==> config.mk <==
export PLATFORM = sky130hd
export DESIGN_NAME = adaptive_traffic_signal_controller_core
export DESIGN_NICKNAME = d
export VERILOG_FILES = /design/src/rtl/atsc_pkg.sv /design/src/rtl/atsc_ram.sv /design/src/rtl/atsc_green_calc.sv /design/src/rtl/adaptive_traffic_signal_controller_core.sv
export SDC_FILE = /design/constraint.sdc
export NUM_CORES = 1
export LEC_CHECK = 0
export BUFFER_PORTS_ARGS = -buffer_cell sky130_fd_sc_hd__buf_2
export CORE_MARGIN = 5
export CORE_UTILIZATION = 64
export CTS_CLUSTER_DIAMETER = 40
export DETAILED_ROUTE_END_ITERATION = 8
export PLACE_DENSITY = 0.81
export SLEW_MARGIN = 0
export SYNTH_ARGS = -nofsm -noshare
export SYNTH_HDL_FRONTEND = slang
export SYNTH_SLANG_ARGS = --single-unit
==> constraint.sdc <==
create_clock -name clk -period 13.98 [get_ports clk]
set_input_delay 0 -clock clk [delete_from_list [all_inputs] [get_ports clk]]
set_output_delay 0 -clock clk [all_outputs]
set_load 0.03 [all_outputs]
==> src/rtl/atsc_pkg.sv <==
// Shared types, codes and fixed widths of the traffic signal controller.
`timescale 1ns / 1ps

package atsc_pkg;

  // Fixed field widths
  localparam int CNT_W     = 6;   // lane counts, pedestrian counts, history entries
  localparam int GT_W      = 7;   // green time, phase tick counter
  localparam int TICK_W    = 4;   // yellow and all-red durations
  localparam int REQ_W     = 3;
  localparam int DIR_W     = 2;
  localparam int CFG_IDX_W = 3;
  localparam int CFG_DAT_W = 7;
  localparam int PRI_W     = 11;  // lane + 2*peds + emergency weight

  localparam logic [GT_W-1:0] MIN_GREEN_RESET = 7'd10;
  localparam logic [GT_W-1:0] MAX_GREEN_RESET = 7'd120;
  localparam logic [TICK_W-1:0] YELLOW_RESET  = 4'd3;
  localparam logic [TICK_W-1:0] ALL_RED_RESET = 4'd2;
  localparam logic [CNT_W-1:0] CONGEST_RESET  = 6'd42;

  localparam int EMG_WEIGHT = 1000;

  // Request codes
  localparam logic [REQ_W-1:0] REQ_TICK      = 3'd0;
  localparam logic [REQ_W-1:0] REQ_ARRIVE    = 3'd1;
  localparam logic [REQ_W-1:0] REQ_PED       = 3'd2;
  localparam logic [REQ_W-1:0] REQ_EMG_START = 3'd3;
  localparam logic [REQ_W-1:0] REQ_EMG_CLEAR = 3'd4;

  // Configuration register indexes
  localparam logic [CFG_IDX_W-1:0] CFG_MIN_GREEN     = 3'd0;
  localparam logic [CFG_IDX_W-1:0] CFG_MAX_GREEN     = 3'd1;
  localparam logic [CFG_IDX_W-1:0] CFG_YELLOW_TICKS  = 3'd2;
  localparam logic [CFG_IDX_W-1:0] CFG_ALL_RED_TICKS = 3'd3;
  localparam logic [CFG_IDX_W-1:0] CFG_CONGEST_LIMIT = 3'd4;

  typedef enum logic [1:0] {
    LT_RED    = 2'd0,
    LT_YELLOW = 2'd1,
    LT_GREEN  = 2'd2,
    LT_BLINK  = 2'd3
  } light_t;

endpackage

==> src/rtl/atsc_ram.sv <==
// Generic single-write, single-read RAM with registered read data.
`timescale 1ns / 1ps

module atsc_ram #(
  parameter int WIDTH = 6,
  parameter int DEPTH = 40,
  localparam int AW = $clog2(DEPTH)
) (
  input  logic             clk,
  input  logic             we,
  input  logic [AW-1:0]    waddr,
  input  logic [WIDTH-1:0] wdata,
  input  logic [AW-1:0]    raddr,
  output logic [WIDTH-1:0] rdata
);

  logic [WIDTH-1:0] mem [DEPTH];

  always_ff @(posedge clk) begin
    if (we) begin
      mem[waddr] <= wdata;
    end
    rdata <= mem[raddr];
  end

endmodule

==> src/rtl/atsc_green_calc.sv <==
// Adaptive green time from lane count, history sum and waiting pedestrians.
`timescale 1ns / 1ps

module atsc_green_calc #(
  parameter int QUEUE_CAPACITY = 50,
  parameter int HISTORY_DEPTH  = 10,
  localparam int SumW = $clog2(HISTORY_DEPTH * QUEUE_CAPACITY + 1)
) (
  input  logic [atsc_pkg::CNT_W-1:0] count,      // already capped at capacity
  input  logic [SumW-1:0]            hist_sum,   // includes the newest entry
  input  logic [atsc_pkg::CNT_W-1:0] peds,
  input  logic [atsc_pkg::GT_W-1:0]  min_green,
  input  logic [atsc_pkg::GT_W-1:0]  max_green,
  output logic [atsc_pkg::GT_W-1:0]  green
);

  import atsc_pkg::*;

  localparam int ExtW = SumW + 1;
  localparam int GW   = GT_W + 1;     // headroom for bonuses before clamping
  localparam int TabN = 1 << CNT_W;

  localparam logic [GW-1:0] ADJ_STEP     = 8'd5;
  localparam logic [GW-1:0] PED_BONUS_LO = 8'd5;
  localparam logic [GW-1:0] PED_BONUS_HI = 8'd10;
  localparam logic [CNT_W-1:0] PED_MANY  = 6'd5;

  // Load bonus per count, floor((10c - 3Q) * 4 / Q) when 10c > 3Q, else zero, resolved at elaboration
  logic [4:0] bonus_tab [TabN];

  for (genvar i = 0; i < TabN; i++) begin : g_bonus
    localparam int B = (10 * i > 3 * QUEUE_CAPACITY) ?
                       ((10 * i - 3 * QUEUE_CAPACITY) * 4) / QUEUE_CAPACITY : 0;
    assign bonus_tab[i] = 5'(B);
  end

  logic [ExtW-1:0] sum_ext;
  logic [ExtW-1:0] sum_dbl;
  logic [ExtW-1:0] hc;
  logic [GW-1:0]   min_ext;
  logic [GW-1:0]   max_ext;
  logic [GW-1:0]   g_load;
  logic [GW-1:0]   g_hist;
  logic [GW-1:0]   g_ped;
  logic [GW-1:0]   g_hi;
  logic [GW-1:0]   g_lo;

  always_comb begin
    sum_ext = ExtW'(hist_sum);
    sum_dbl = {hist_sum, 1'b0};
    hc      = ExtW'(count) * ExtW'(HISTORY_DEPTH);
    min_ext = GW'(min_green);
    max_ext = GW'(max_green);
    g_load  = min_ext + GW'(bonus_tab[count]);

    if (sum_ext > hc) begin
      g_hist = g_load + ADJ_STEP;
    end else if (sum_dbl < hc) begin
      g_hist = (g_load > min_ext + ADJ_STEP) ? g_load - ADJ_STEP : min_ext;
    end else begin
      g_hist = g_load;
    end

    if (peds == '0) begin
      g_ped = g_hist;
    end else begin
      g_ped = g_hist + ((peds > PED_MANY) ? PED_BONUS_HI : PED_BONUS_LO);
    end

    // max clamp first, so inverted clamps end at min_green
    g_hi  = (g_ped > max_ext) ? max_ext : g_ped;
    g_lo  = (g_hi < min_ext) ? min_ext : g_hi;
    green = g_lo[GT_W-1:0];
  end

endmodule

==> src/rtl/adaptive_traffic_signal_controller_core.sv <==
// Top level of the adaptive four-way traffic signal controller.
`timescale 1ns / 1ps

// Each input item is one event (tick, vehicle arrival, pedestrian request,
// emergency start or clear) and yields exactly one result item showing the
// lights, the served direction, the phase and flags after that event. The
// block takes one item per clock while the output does not stall; a result
// item passes the input register, then the result register. One item more
// is taken while a result waits on a stalled output. Unless frozen by
// emergency preemption or quiet-night blinking, ticks step the phase
// rotation green -> yellow -> all-red -> select. On the select step the
// served lane's capped count goes into its ten-deep history, green time is
// recomputed from count, running history sum and waiting pedestrians, and
// green passes to the busiest other direction (emergency flags weigh most).
// The history lives in a small RAM; the entry due to be replaced is read
// ahead of time, which works because two select steps are always at least
// three ticks apart. History entries carry valid bits cleared by reset, so
// there is no clearing pass. Configuration writes are always ready and are
// meant to be made while the block is idle.
module adaptive_traffic_signal_controller_core #(
  parameter int LANES           = 4,
  parameter int QUEUE_CAPACITY  = 50,
  parameter int HISTORY_DEPTH   = 10,
  parameter int EMERGENCY_SLOTS = 5
) (
  input  logic                           clk,
  input  logic                           rst,
  // input items
  input  logic                           in_valid,
  output logic                           in_stall,
  input  logic [atsc_pkg::REQ_W-1:0]     req_type,
  input  logic [atsc_pkg::DIR_W-1:0]     direction,
  input  logic                           night,
  // result items
  output logic                           out_valid,
  input  logic                           out_stall,
  output logic [1:0]                     light_north,
  output logic [1:0]                     light_south,
  output logic [1:0]                     light_east,
  output logic [1:0]                     light_west,
  output logic [1:0]                     green_direction,
  output logic [1:0]                     phase,
  output logic                           accepted,
  output logic                           emergency_mode,
  output logic                           congestion,
  // configuration writes
  input  logic                           cfg_valid,
  output logic                           cfg_ready,
  input  logic [atsc_pkg::CFG_IDX_W-1:0] cfg_index,
  input  logic [atsc_pkg::CFG_DAT_W-1:0] cfg_data
);

  import atsc_pkg::*;

  localparam int LW   = $clog2(LANES);
  localparam int HPW  = (HISTORY_DEPTH > 1) ? $clog2(HISTORY_DEPTH) : 1;
  localparam int HD   = LANES * HISTORY_DEPTH;
  localparam int AW   = $clog2(HD);
  localparam int SumW = $clog2(HISTORY_DEPTH * QUEUE_CAPACITY + 1);
  localparam int EW   = $clog2(EMERGENCY_SLOTS + 1);
  localparam logic DIR_ALL = (LANES >= 4);

  typedef enum logic [1:0] {
    PH_GREEN  = 2'd0,
    PH_YELLOW = 2'd1,
    PH_ALLRED = 2'd2,
    PH_SELECT = 2'd3
  } phase_t;

  // configuration
  logic [GT_W-1:0]   min_green;
  logic [GT_W-1:0]   max_green;
  logic [TICK_W-1:0] yellow_ticks;
  logic [TICK_W-1:0] all_red_ticks;
  logic [CNT_W-1:0]  congest_limit;

  // input register
  logic             in_q_valid;
  logic [REQ_W-1:0] q_req;
  logic [DIR_W-1:0] q_dir;
  logic             q_night;

  // controller state
  logic [CNT_W-1:0] lane_count   [LANES];
  logic [CNT_W-1:0] total_queued;
  logic [CNT_W-1:0] peds_waiting [LANES];
  logic [GT_W-1:0]  green_len    [LANES];
  logic [SumW-1:0]  hist_sum     [LANES];
  logic [HPW-1:0]   hist_ptr     [LANES];
  logic [LW-1:0]    served;
  phase_t           rot_step;
  logic [GT_W-1:0]  phase_ticks;
  logic [LANES-1:0] emg_flag;
  logic [EW-1:0]    emg_active;
  light_t           light_state  [LANES];
  logic [HD-1:0]    hist_valid;
  logic             rd_valid;

  // next values
  logic [CNT_W-1:0] lane_next    [LANES];
  logic [CNT_W-1:0] total_next;
  logic [CNT_W-1:0] peds_next    [LANES];
  logic [GT_W-1:0]  gt_next      [LANES];
  logic [SumW-1:0]  sum_next     [LANES];
  logic [HPW-1:0]   ptr_next     [LANES];
  logic [LW-1:0]    served_next;
  phase_t           phase_next;
  logic [GT_W-1:0]  ticks_next;
  logic [LANES-1:0] flag_next;
  logic [EW-1:0]    active_next;
  light_t           light_next   [LANES];
  logic             accepted_next;
  logic             congest_next;
  light_t           lt_out       [4];

  // datapath helpers
  logic             out_ready;
  logic             fire;
  logic [LW-1:0]    cur;
  logic [LW-1:0]    dir_i;
  logic             dir_ok;
  logic             congested_now;
  logic [GT_W-1:0]  ticks_bump;
  logic [CNT_W-1:0] rel_cnt;
  logic [CNT_W-1:0] c_cap;
  logic [CNT_W-1:0] old_entry;
  logic [SumW-1:0]  sum_new;
  logic [GT_W-1:0]  green_new;
  logic [HPW-1:0]   ptr_inc;
  logic [AW-1:0]    hist_addr;
  logic [CNT_W-1:0] rd_data;
  logic             hist_we;
  logic [PRI_W-1:0] best;
  logic [PRI_W-1:0] pr;
  logic [LW-1:0]    best_dir;

  // handshakes: input register parts the input from the result register
  assign out_ready = !out_valid || !out_stall;
  assign fire      = in_q_valid && out_ready;
  assign in_stall  = in_q_valid && !out_ready;
  assign cfg_ready = 1'b1;

  assign cur    = served;
  assign dir_i  = LW'(q_dir);
  assign dir_ok = DIR_ALL || (int'(q_dir) < LANES);

  always_comb begin
    congested_now = 1'b0;
    for (int d = 0; d < LANES; d++) begin
      if (lane_count[d] > congest_limit) begin
        congested_now = 1'b1;
      end
    end
  end

  assign ticks_bump = (phase_ticks == '1) ? phase_ticks : phase_ticks + 7'd1;
  // green end releases count/2+1 vehicles, never more than are queued
  assign rel_cnt = (lane_count[cur] == '0) ? '0 : (lane_count[cur] >> 1) + 6'd1;
  assign c_cap   = (lane_count[cur] > CNT_W'(QUEUE_CAPACITY)) ?
                   CNT_W'(QUEUE_CAPACITY) : lane_count[cur];

  // history entry being replaced, read ahead at the current pointer
  assign hist_addr = AW'(cur) * AW'(HISTORY_DEPTH) + AW'(hist_ptr[cur]);
  assign old_entry = rd_valid ? rd_data : '0;
  assign sum_new   = hist_sum[cur] - SumW'(old_entry) + SumW'(c_cap);
  assign ptr_inc   = (hist_ptr[cur] == HPW'(HISTORY_DEPTH - 1)) ?
                     '0 : hist_ptr[cur] + 1'b1;

  atsc_ram #(
    .WIDTH (CNT_W),
    .DEPTH (HD)
  ) u_hist_ram (
    .clk   (clk),
    .we    (fire && hist_we),
    .waddr (hist_addr),
    .wdata (c_cap),
    .raddr (hist_addr),
    .rdata (rd_data)
  );

  atsc_green_calc #(
    .QUEUE_CAPACITY (QUEUE_CAPACITY),
    .HISTORY_DEPTH  (HISTORY_DEPTH)
  ) u_green_calc (
    .count     (c_cap),
    .hist_sum  (sum_new),
    .peds      (peds_waiting[cur]),
    .min_green (min_green),
    .max_green (max_green),
    .green     (green_new)
  );

  // next served direction: highest priority among the others, ties to lowest; all zero: the one after cur
  always_comb begin
    best     = '0;
    pr       = '0;
    best_dir = (cur == LW'(LANES - 1)) ? '0 : cur + 1'b1;
    for (int d = 0; d < LANES; d++) begin
      if (LW'(d) != cur) begin
        pr = PRI_W'(lane_count[d]) + (PRI_W'(peds_waiting[d]) << 1) +
             (emg_flag[d] ? PRI_W'(EMG_WEIGHT) : '0);
        if (pr > best) begin
          best     = pr;
          best_dir = LW'(d);
        end
      end
    end
  end

  always_comb begin
    lane_next     = lane_count;
    total_next    = total_queued;
    peds_next     = peds_waiting;
    gt_next       = green_len;
    sum_next      = hist_sum;
    ptr_next      = hist_ptr;
    served_next   = served;
    phase_next    = rot_step;
    ticks_next    = phase_ticks;
    flag_next     = emg_flag;
    active_next   = emg_active;
    light_next    = light_state;
    accepted_next = 1'b0;
    hist_we       = 1'b0;

    case (q_req)
      REQ_TICK: begin
        if (emg_active != '0) begin
          // preemption: rotation frozen
          for (int d = 0; d < LANES; d++) begin
            light_next[d] = emg_flag[d] ? LT_GREEN : LT_RED;
          end
        end else if (congested_now || !q_night) begin
          case (rot_step)
            PH_GREEN: begin
              for (int d = 0; d < LANES; d++) begin
                light_next[d] = (LW'(d) == cur) ? LT_GREEN : LT_RED;
              end
              ticks_next = ticks_bump;
              if (ticks_bump >= green_len[cur]) begin
                lane_next[cur] = lane_count[cur] - rel_cnt;
                total_next     = (total_queued > rel_cnt) ? total_queued - rel_cnt : '0;
                ticks_next     = '0;
                phase_next     = PH_YELLOW;
              end
            end
            PH_YELLOW: begin
              light_next[cur] = LT_YELLOW;
              ticks_next      = ticks_bump;
              if (ticks_bump >= GT_W'(yellow_ticks)) begin
                ticks_next = '0;
                phase_next = PH_ALLRED;
              end
            end
            PH_ALLRED: begin
              light_next[cur] = LT_RED;
              ticks_next      = ticks_bump;
              if (ticks_bump >= GT_W'(all_red_ticks)) begin
                ticks_next = '0;
                phase_next = PH_SELECT;
              end
            end
            PH_SELECT: begin
              hist_we       = 1'b1;
              ptr_next[cur] = ptr_inc;
              sum_next[cur] = sum_new;
              gt_next[cur]  = green_new;
              served_next   = best_dir;
              phase_next    = PH_GREEN;
            end
            default: begin
            end
          endcase
        end else begin
          // night: blinking yellow, rotation frozen
          for (int d = 0; d < LANES; d++) begin
            light_next[d] = LT_BLINK;
          end
        end
      end
      REQ_ARRIVE: begin
        if (dir_ok && (total_queued < CNT_W'(QUEUE_CAPACITY))) begin
          total_next = total_queued + 6'd1;
          if (lane_count[dir_i] != '1) begin
            lane_next[dir_i] = lane_count[dir_i] + 6'd1;
          end
          accepted_next = 1'b1;
        end
      end
      REQ_PED: begin
        if (dir_ok && (peds_waiting[dir_i] != '1)) begin
          peds_next[dir_i] = peds_waiting[dir_i] + 6'd1;
        end
      end
      REQ_EMG_START: begin
        if (dir_ok && (emg_active < EW'(EMERGENCY_SLOTS))) begin
          flag_next[dir_i] = 1'b1;
          active_next      = emg_active + 1'b1;
          accepted_next    = 1'b1;
        end
      end
      REQ_EMG_CLEAR: begin
        if (dir_ok) begin
          flag_next[dir_i] = 1'b0;
          if (emg_active != '0) begin
            active_next = emg_active - 1'b1;
          end
        end
      end
      default: begin
      end
    endcase
  end

  always_comb begin
    congest_next = 1'b0;
    for (int d = 0; d < LANES; d++) begin
      if (lane_next[d] > congest_limit) begin
        congest_next = 1'b1;
      end
    end
  end

  // reported lights: approaches beyond LANES read red
  for (genvar d = 0; d < 4; d++) begin : g_lt_out
    if (d < LANES) begin : g_real
      assign lt_out[d] = light_next[d];
    end else begin : g_none
      assign lt_out[d] = LT_RED;
    end
  end

  // configuration registers
  always_ff @(posedge clk) begin
    if (rst) begin
      min_green     <= MIN_GREEN_RESET;
      max_green     <= MAX_GREEN_RESET;
      yellow_ticks  <= YELLOW_RESET;
      all_red_ticks <= ALL_RED_RESET;
      congest_limit <= CONGEST_RESET;
    end else if (cfg_valid && cfg_ready) begin
      case (cfg_index)
        CFG_MIN_GREEN:     min_green     <= cfg_data[GT_W-1:0];
        CFG_MAX_GREEN:     max_green     <= cfg_data[GT_W-1:0];
        CFG_YELLOW_TICKS:  yellow_ticks  <= cfg_data[TICK_W-1:0];
        CFG_ALL_RED_TICKS: all_red_ticks <= cfg_data[TICK_W-1:0];
        CFG_CONGEST_LIMIT: congest_limit <= cfg_data[CNT_W-1:0];
        default: begin
        end
      endcase
    end
  end

  // input register payload
  always_ff @(posedge clk) begin
    if (in_valid && !in_stall) begin
      q_req   <= req_type;
      q_dir   <= direction;
      q_night <= night;
    end
    rd_valid <= hist_valid[hist_addr];
  end

  // controller state and result register
  always_ff @(posedge clk) begin
    if (rst) begin
      in_q_valid   <= 1'b0;
      out_valid    <= 1'b0;
      total_queued <= '0;
      served       <= '0;
      rot_step     <= PH_GREEN;
      phase_ticks  <= '0;
      emg_flag     <= '0;
      emg_active   <= '0;
      hist_valid   <= '0;
      for (int d = 0; d < LANES; d++) begin
        lane_count[d]   <= '0;
        peds_waiting[d] <= '0;
        green_len[d]    <= MIN_GREEN_RESET;
        hist_sum[d]     <= '0;
        hist_ptr[d]     <= '0;
        light_state[d]  <= LT_RED;
      end
    end else begin
      if (in_valid && !in_stall) begin
        in_q_valid <= 1'b1;
      end else if (fire) begin
        in_q_valid <= 1'b0;
      end

      if (fire) begin
        out_valid <= 1'b1;
      end else if (!out_stall) begin
        out_valid <= 1'b0;
      end

      if (fire) begin
        lane_count   <= lane_next;
        total_queued <= total_next;
        peds_waiting <= peds_next;
        green_len    <= gt_next;
        hist_sum     <= sum_next;
        hist_ptr     <= ptr_next;
        served       <= served_next;
        rot_step     <= phase_next;
        phase_ticks  <= ticks_next;
        emg_flag     <= flag_next;
        emg_active   <= active_next;
        light_state  <= light_next;
        if (hist_we) begin
          hist_valid[hist_addr] <= 1'b1;
        end

        light_north     <= lt_out[0];
        light_south     <= lt_out[1];
        light_east      <= lt_out[2];
        light_west      <= lt_out[3];
        green_direction <= 2'(served_next);
        phase           <= phase_next;
        accepted        <= accepted_next;
        emergency_mode  <= (active_next != '0);
        congestion      <= congest_next;
      end
    end
  end

`ifndef SYNTHESIS
  // the served direction moves only on a select step
  a_served_hold: assert property (@(posedge clk) disable iff (rst)
    fire && (rot_step != PH_SELECT) |=> $stable(served))
    else $error("served direction changed outside select step");

  // a ticked select step always returns to green
  a_select_to_green: assert property (@(posedge clk) disable iff (rst)
    fire && (rot_step == PH_SELECT) && (q_req == REQ_TICK) && (emg_active == '0) &&
    (congested_now || !q_night) |=> (rot_step == PH_GREEN))
    else $error("select step did not return to green");

  // reported emergency flag tracks the slot count
  a_emg_report: assert property (@(posedge clk) disable iff (rst)
    fire |=> (emergency_mode == (emg_active != '0)))
    else $error("emergency_mode disagrees with active slot count");

  // slot count never passes the number of slots
  a_emg_bound: assert property (@(posedge clk) disable iff (rst)
    fire |=> (emg_active <= EW'(EMERGENCY_SLOTS)))
    else $error("emergency slot count overflow");
`endif

endmodule

Word level (Yosys, flattened, before mapping):

Memories as Yosys holds them, arrays and structs flattened. A register that Yosys moved wholly into a read port is not among the register bits.
Cells that the tools add are included.

* output and inout bits: 18
* ROM bits: 320
* memories: 2
* word-level logic and storage cells: 342
* input port bits: 21
* register bits: 252
* RAM bits: 240

Memory list
* (name not given): depth 64, width 5, read ports 1, clocked after Yosys merged registers in 0, write ports 0, RTL line atsc_green_calc.sv:54 `g_load = min_ext + GW'(bonus_tab[count]);`
* u_hist_ram.mem: depth 40, width 6, read ports 1, clocked after Yosys merged registers in 1, write ports 1, RTL line atsc_ram.sv:17 `logic [WIDTH-1:0] mem [DEPTH];`

* order comparisons: 34
* multiply operators: 2
* add/sub/neg operators: 27
* equal/unequal tests: 29
* bitwise operators: 14
* multiplexer cells: 142
* reductions and logical operators: 41

Operators by type and width (number)
* 24-bit 2-to-1 mux: 6
* 6-bit 2-to-1 mux: 19
* 24-bit bitwise mux: 3
* 11-bit 2-to-1 mux: 6
* 8-bit 2-to-1 mux: 8
* 2-bit 2-to-1 mux: 28
* 7-bit 2-to-1 mux: 8
* 6-bit greater-than comparator: 9
* 6-bit binary-select mux with 2-bit select: 4
* 24-bit case mux with 2 select lines: 1
* 8-bit by 10-bit adder with 11-bit output: 4
* 10-bit 2-to-1 mux: 4
* 40-bit bitwise OR: 1
* 36-bit bitwise mux: 1
* 11-bit greater-than comparator: 3
* 6-bit by 7-bit adder with 8-bit output: 4
* 28-bit bitwise mux: 1
* 9-bit 2-to-1 mux: 3
* 6-bit demux with 2-bit select: 2
* 4-bit 2-to-1 mux: 6
* 8-bit case mux with 3 select lines: 1
* 7-bit case mux with 3 select lines: 1
* 1-bit 2-to-1 mux: 20
* 6-bit by 1-bit adder with 6-bit output, second input constant: 3
* 89 further kinds: 143

Logic depth before layout (Yosys ltp):

* depth after elaboration: 22
* gate-level depth with buffers: 54
* mapped depth without buffers: 49

Modules after synthesis:

From an unflattened synthesis, not the netlist that was laid out.

* cells, all modules: 2966
* area total of the unflattened synthesis: 30481.7 um^2

Modules (own cells, without submodules)
* adaptive_traffic_signal_controller_core: seq. area each 5255.0 um^2, cells an instance 2050, area an instance 17708.2 um^2, times used 1
* atsc_ram: seq. area each 7327.0 um^2, cells an instance 538, area an instance 9830.7 um^2, times used 1
* atsc_green_calc: seq. area each 0.0 um^2, cells an instance 378, area an instance 2942.8 um^2, times used 1

Worst setup path after synthesis:

No wires, ideal clock.

* path type: reg-to-reg
* from: reg served[0] (netlist: cur[0])
* to: reg green_len[10] (netlist bit)
* data arrival time: 12082 ps
* buffers on the path: 3
* setup slack: 1777 ps
* stages on the path, launching flop included: 47
* library setup time: 122 ps
* clock period less this slack: 12203 ps
* cell sequence: dfxtp_1 -> buf_2 -> mux4_2 -> clkbuf_1 -> nand2_1 -> o21bai_1 -> inv_1 -> ha_1 -> and2_1 -> a21oi_1 -> o21ai_0 -> a31o_2 -> ha_1 -> a21o_1 -> a211o_1 -> and2_1 -> clkbuf_1 -> ha_1 -> [... 11 more ...] -> nor2b_1 -> o21a_1 -> o21a_1 -> o21a_1 -> o21a_1 -> o21ai_0 -> a21o_1 -> nand2_1 -> o221ai_1 -> o41ai_2 -> and2_1 -> ha_1 -> or3_1 -> a221oi_1 -> a21o_1 -> a41oi_4 -> or4_1 -> o311a_1

* word-level cells in the longest chain between the ends: 22
* elaborated cells on any way between the ends: 43
* classes of those cells: add/sub (6); mul (1); order compare (9); mux (22); bitwise (2); reduce/logical (2); memory (1)

Ends and longest elaborated chain
* from (decl): RTL line adaptive_traffic_signal_controller_core.sv:90 `logic [LW-1:0] served;`
* from (signal assigned): RTL line adaptive_traffic_signal_controller_core.sv:404 `served <= served_next;`
* 2-bit inverter with 3-bit output (implied by the code) *: RTL line adaptive_traffic_signal_controller_core.sv:159, adaptive_traffic_signal_controller_core.sv:160
* 6-bit binary-select mux with 2-bit select *: RTL line adaptive_traffic_signal_controller_core.sv:159, adaptive_traffic_signal_controller_core.sv:160
* 6-bit 2-to-1 mux (implied by the code) * (2 in series): RTL line adaptive_traffic_signal_controller_core.sv:159, adaptive_traffic_signal_controller_core.sv:160
* 6-bit greater-than comparator: RTL line adaptive_traffic_signal_controller_core.sv:159 `assign c_cap = (lane_count[cur] > CNT_W'(QUEUE_CAPACITY)) ?`
* 6-bit 2-to-1 mux *: RTL line adaptive_traffic_signal_controller_core.sv:159
* via c_cap[5]: RTL line adaptive_traffic_signal_controller_core.sv:125 `logic [CNT_W-1:0] c_cap;`
* 6-bit inverter with 7-bit output (implied by the code): RTL line atsc_green_calc.sv:54
* memory read 64 x 5 bit
* [... 6 more ...]
* 8-bit 2-to-1 mux *: RTL line atsc_green_calc.sv:56 `if (sum_ext > hc) begin`
* 8-bit adder: RTL line atsc_green_calc.sv:67 `g_ped = g_hist + ((peds > PED_MANY) ? PED_BONUS_HI : PED_BONUS_LO);`
* 8-bit 2-to-1 mux *: RTL line atsc_green_calc.sv:64 `if (peds == '0) begin`
* 8-bit by 7-bit greater-than comparator with 1-bit output: RTL line atsc_green_calc.sv:71 `g_hi = (g_ped > max_ext) ? max_ext : g_ped;`
* 8-bit 2-to-1 mux *: RTL line atsc_green_calc.sv:71
* 8-bit by 7-bit less-than comparator with 1-bit output: RTL line atsc_green_calc.sv:72 `g_lo = (g_hi < min_ext) ? min_ext : g_hi;`
* 7-bit 2-to-1 mux *: RTL line atsc_green_calc.sv:72
* 28-bit bitwise mux *: RTL line adaptive_traffic_signal_controller_core.sv:267 `gt_next[cur] = green_new;`
* to (signal assigned): RTL line adaptive_traffic_signal_controller_core.sv:401 `green_len <= gt_next;`
* to (decl): RTL line adaptive_traffic_signal_controller_core.sv:87 `logic [GT_W-1:0] green_len [LANES];`

Mark *: on every way through the listed nets, which the timed path passes. The rest lies on a longest branch. The select of a mux whose other input is x is not followed.
A chain may end at the register's enable or synchronous reset.

Final worst setup path:

* from: reg served[0] (netlist: cur[0])
* to: reg green_len[17] (netlist bit)

The elaborated chain is that of the path after synthesis.

==> summary.json <==
{
  "synthFlopType": "sky130_fd_sc_hd__edfxtp_1",
  "postSynthRegisterBits": 498,
  "grt_max_degree": 105,
  "leakagePower_nw": 13.1,
  "hold_slack_final_ns": 0.0856,
  "critical_path.reg2reg.startpoint": "cur[0]",
  "final_area_um2": 33200,
  "die_w_um": 226,
  "rsz0062_at_grt": "false",
  "drv_slew": 0,
  "area_delta_synth_final_pct": 11.3,
  "mostFrequentLayoutCells": "sky130_fd_sc_hd__nand2_1 (344), sky130_fd_sc_hd__nor2_1 (326), sky130_fd_sc_hd__a21oi_1 (265)",
  "max_stage_delay_on_crit_path_ns": 0.79,
  "number_of_global_route_vias_before_repair": 24970,
  "ctsRootBufferMaster": "sky130_fd_sc_hd__clkbuf_16",
  "cts_sinks": 498,
  "grt_first_pass_wirelength_um": 137000,
  "total_power_mw": 4.19,
  "cp-start-kind": "flop",
  "finalHoldViolations": 0,
  "synth_nets": 3370,
  "timing_worst_setup_path_type": "reg -> reg",
  "max_freq_ghz": 0.0788,
  "synth_enable_flop_cells": 261,
  "synthCells": 3084,
  "global_route.overflow_total": 0,
  "worst-slew-pin-transition_ns": 1.29,
  "total_number_of_vias": 25085,
  "detailedRoute.firstPassIterationCount": 9,
  "final_nets": 3388,
  "powerDensity_nw_per_um2": 126,
  "synth_area_per_cell_um2": 9.68,
  "grt_antenna_before_repair": 0,
  "ant_nets": 0,
  "max-vdd-ir-drop_uv": 109,
  "finalSetupViolCount": 0,
  "avgViaCountPerCell": 6.66,
  "clock_latency_ns": 0.63,
  "core_footprint_um2": 46400,
  "port-buffer-count": 37,
  "clock_tree.buffer_depth": 3,
  "yosys_warnings": 0,
  "timing.critical_path.to_type": "flop",
  "htree_levels": 3,
  "path_clk_slew_ns": 0.06,
  "fill_cells": 3310,
  "postLayoutSetupSlackWorst_ns": 1.28,
  "antenna_cells": 0,
  "dieHeight_um": 226,
  "status": "completed",
  "synth.yosys.seq_area_share": 0.421,
  "fp-row-count": 79,
  "postRouteWirelength_um": 87700,
  "critical-path-slowest-cell": "sky130_fd_sc_hd__dfxtp_2",
  "route.detailed.wl_per_inst_um": 23.3,
  "worst_min_path_start": "direction[0]",
  "finalCritPeriodShare": 0.908,
  "gr-usage-all-layers": 0.339,
  "synth-async-reset-ratio": 0,
  "tritoncts": "built",
  "post_cts_resize_count": 0,
  "detailedRoute.firstIterationViolations": 2641,
  "fin_worst_skew_ns": 0.0458,
  "dpl-instance-area_um2": 30500,
  "design.portCount": 39,
  "gp_routability_congestion": 0.969,
  "mappedNetlistArea_um2": 29900,
  "timing.slew.headroom": 0.141,
  "post-place-ws_ns": 1.43,
  "cts.repair_timing.setup_buffer_count": 0,
  "final_layout_size_suffix_gt1_frac": 0.0941,
  "detail_route.drc_violations": 0,
  "yosysUniqueCellTypes": 92,
  "tns_ns": 0,
  "cts_hold_buf": 34,
  "maxcap_violations": 0,
  "crit_top_cell": "sky130_fd_sc_hd__ha_1",
  "critical_path.max_fanout": 46,
  "startpoint": "cur[0]",
  "timing.final.crit_period_ns": 12.70,
  "dpl.hpwl_um": 58500,
  "crit_required_ns": 14.48,
  "worstHoldPathType": "in -> reg",
  "die-area_um2": 51100,
  "worst_ep_arrival_time_ns": 13.20,
  "numCtsBuffers": 69,
  "layout_commonest_cell": "sky130_fd_sc_hd__nand2_1",
  "initial_utilization": 0.644
}
## cells in the mapped netlist, types with 14 or more instances
| master | count | area share |
|---|---|---|
| sky130_fd_sc_hd__mux4_2 | 51 | 0.038 |
| sky130_fd_sc_hd__buf_1 | 16 | 0.0020 |
| sky130_fd_sc_hd__fa_1 | 21 | 0.014 |
| sky130_fd_sc_hd__nor4_1 | 15 | 0.0031 |
| sky130_fd_sc_hd__a311oi_1 | 16 | 0.0047 |
| sky130_fd_sc_hd__a21o_1 | 47 | 0.012 |
| sky130_fd_sc_hd__nand2b_1 | 26 | 0.0054 |
| sky130_fd_sc_hd__dfxtp_1 | 237 | 0.16 |
| sky130_fd_sc_hd__nand4_1 | 32 | 0.0067 |
| sky130_fd_sc_hd__a221oi_1 | 14 | 0.0041 |
| sky130_fd_sc_hd__nor2_1 | 328 | 0.041 |
| sky130_fd_sc_hd__o21bai_1 | 16 | 0.0040 |
| sky130_fd_sc_hd__a21oi_1 | 265 | 0.044 |
| sky130_fd_sc_hd__nor2b_1 | 38 | 0.0080 |
| sky130_fd_sc_hd__ha_1 | 244 | 0.10 |
| sky130_fd_sc_hd__xnor2_1 | 63 | 0.018 |
| sky130_fd_sc_hd__mux2i_1 | 88 | 0.029 |
| sky130_fd_sc_hd__nor3_1 | 45 | 0.0075 |
| sky130_fd_sc_hd__inv_1 | 151 | 0.019 |
| sky130_fd_sc_hd__a22oi_1 | 32 | 0.0080 |
| sky130_fd_sc_hd__o21a_1 | 57 | 0.014 |
| sky130_fd_sc_hd__clkbuf_1 | 135 | 0.017 |
| sky130_fd_sc_hd__o21ai_0 | 100 | 0.017 |
| sky130_fd_sc_hd__xor2_1 | 24 | 0.0070 |
| sky130_fd_sc_hd__nand2_1 | 344 | 0.043 |
| sky130_fd_sc_hd__a22o_1 | 18 | 0.0053 |
| sky130_fd_sc_hd__o22ai_1 | 34 | 0.0071 |
| sky130_fd_sc_hd__a211oi_1 | 48 | 0.012 |
| sky130_fd_sc_hd__and2_1 | 20 | 0.0042 |
| sky130_fd_sc_hd__nand3_1 | 56 | 0.0094 |
| sky130_fd_sc_hd__o211ai_1 | 14 | 0.0035 |
| sky130_fd_sc_hd__edfxtp_1 | 261 | 0.26 |
| sky130_fd_sc_hd__mux2_2 | 16 | 0.0060 |
| sky130_fd_sc_hd__a31oi_1 | 31 | 0.0065 |
## sequential cells by signal, summed over array words and instances, names as in the netlist, 3 cells and up, named ones only
name              flops
all_red_ticks         4
congest_limit         6
emg_active            3
green_len            28
hist_ptr             16
hist_sum             36
hist_valid           40
lane_count           24
light_state           8
max_green             7
min_green             7
peds_waiting         24
phase_ticks           7
q_req                 3
total_queued          6
u_hist_ram.mem      240
u_hist_ram.rdata      6
yellow_ticks          4
## worst paths after layout
kind / to / slack, ns / cells after the start
worst max-delay path: green_len[17] / 1.28 / 47
worst max register to register: green_len[17] / 1.28 / 47
worst min register to register: hist_sum[10] / 0.45 / 2
worst min-delay path: dir_i[0] / 0.09 / 2
## per-stage QoR
stage               std cells   util
floorplan                3084      -
global placement         3604  0.658
detailed placement       3604  0.658
CTS                      3764  0.717
global route             3764  0.717
finish                   3764  0.717
## layer usage
layer	GRT usage	vias up	wire [µm]
met5	0	-	0
met4	0.172	0	4790
met3	0.0684	336	7940
met2	0.563	1412	41800
met1	0.423	11995	33100
li1	-	11342	-
## layout make-up
cell class | count | area, µm² | share of cell area
clock inverter | 39 | 500 | 0.0151
sequential | 498 | 12600 | 0.379
multi-input combinational | 2273 | 16100 | 0.485
inverter | 155 | 582 | 0.0175
tap | 607 | 759 | 0.0229
timing repair buffer | 105 | 787 | 0.0237
clock buffer | 87 | 1890 | 0.0568
## critical path: cells and delay by family (launching register included)
| kind | cells | cell delay (ns) |
|---|---|---|
| buffers and inverters | 6 | 1.24 |
| xor gates and xnor gates | 2 | 0.38 |
| DFF | 1 | 0.79 |
| AOI/OAI and AO/OA | 21 | 4.68 |
| adders and majority gates | 8 | 2.58 |
| and+or+nand+nor | 9 | 2.15 |
| muxes | 1 | 0.79 |
## power by group
group / switching [mW] / internal (mW) / total, mW
Sequential: 0.0243 / 1.55 / 1.58
Clock: 0.712 / 1.09 / 1.81
Combinational: 0.502 / 0.307 / 0.810
Total: 1.24 / 2.95 / 4.19
## cell families after synthesis
| group | synth area share |
|---|---|
| compound gates | 0.176 |
| xor+xnor | 0.0255 |
| fa+ha+maj | 0.116 |
| buf+inv | 0.0401 |
| flops | 0.421 |
| mux | 0.0740 |
| other cells | 0.000126 |
| simple gates | 0.147 |
(Power assumes the default switching activity.)
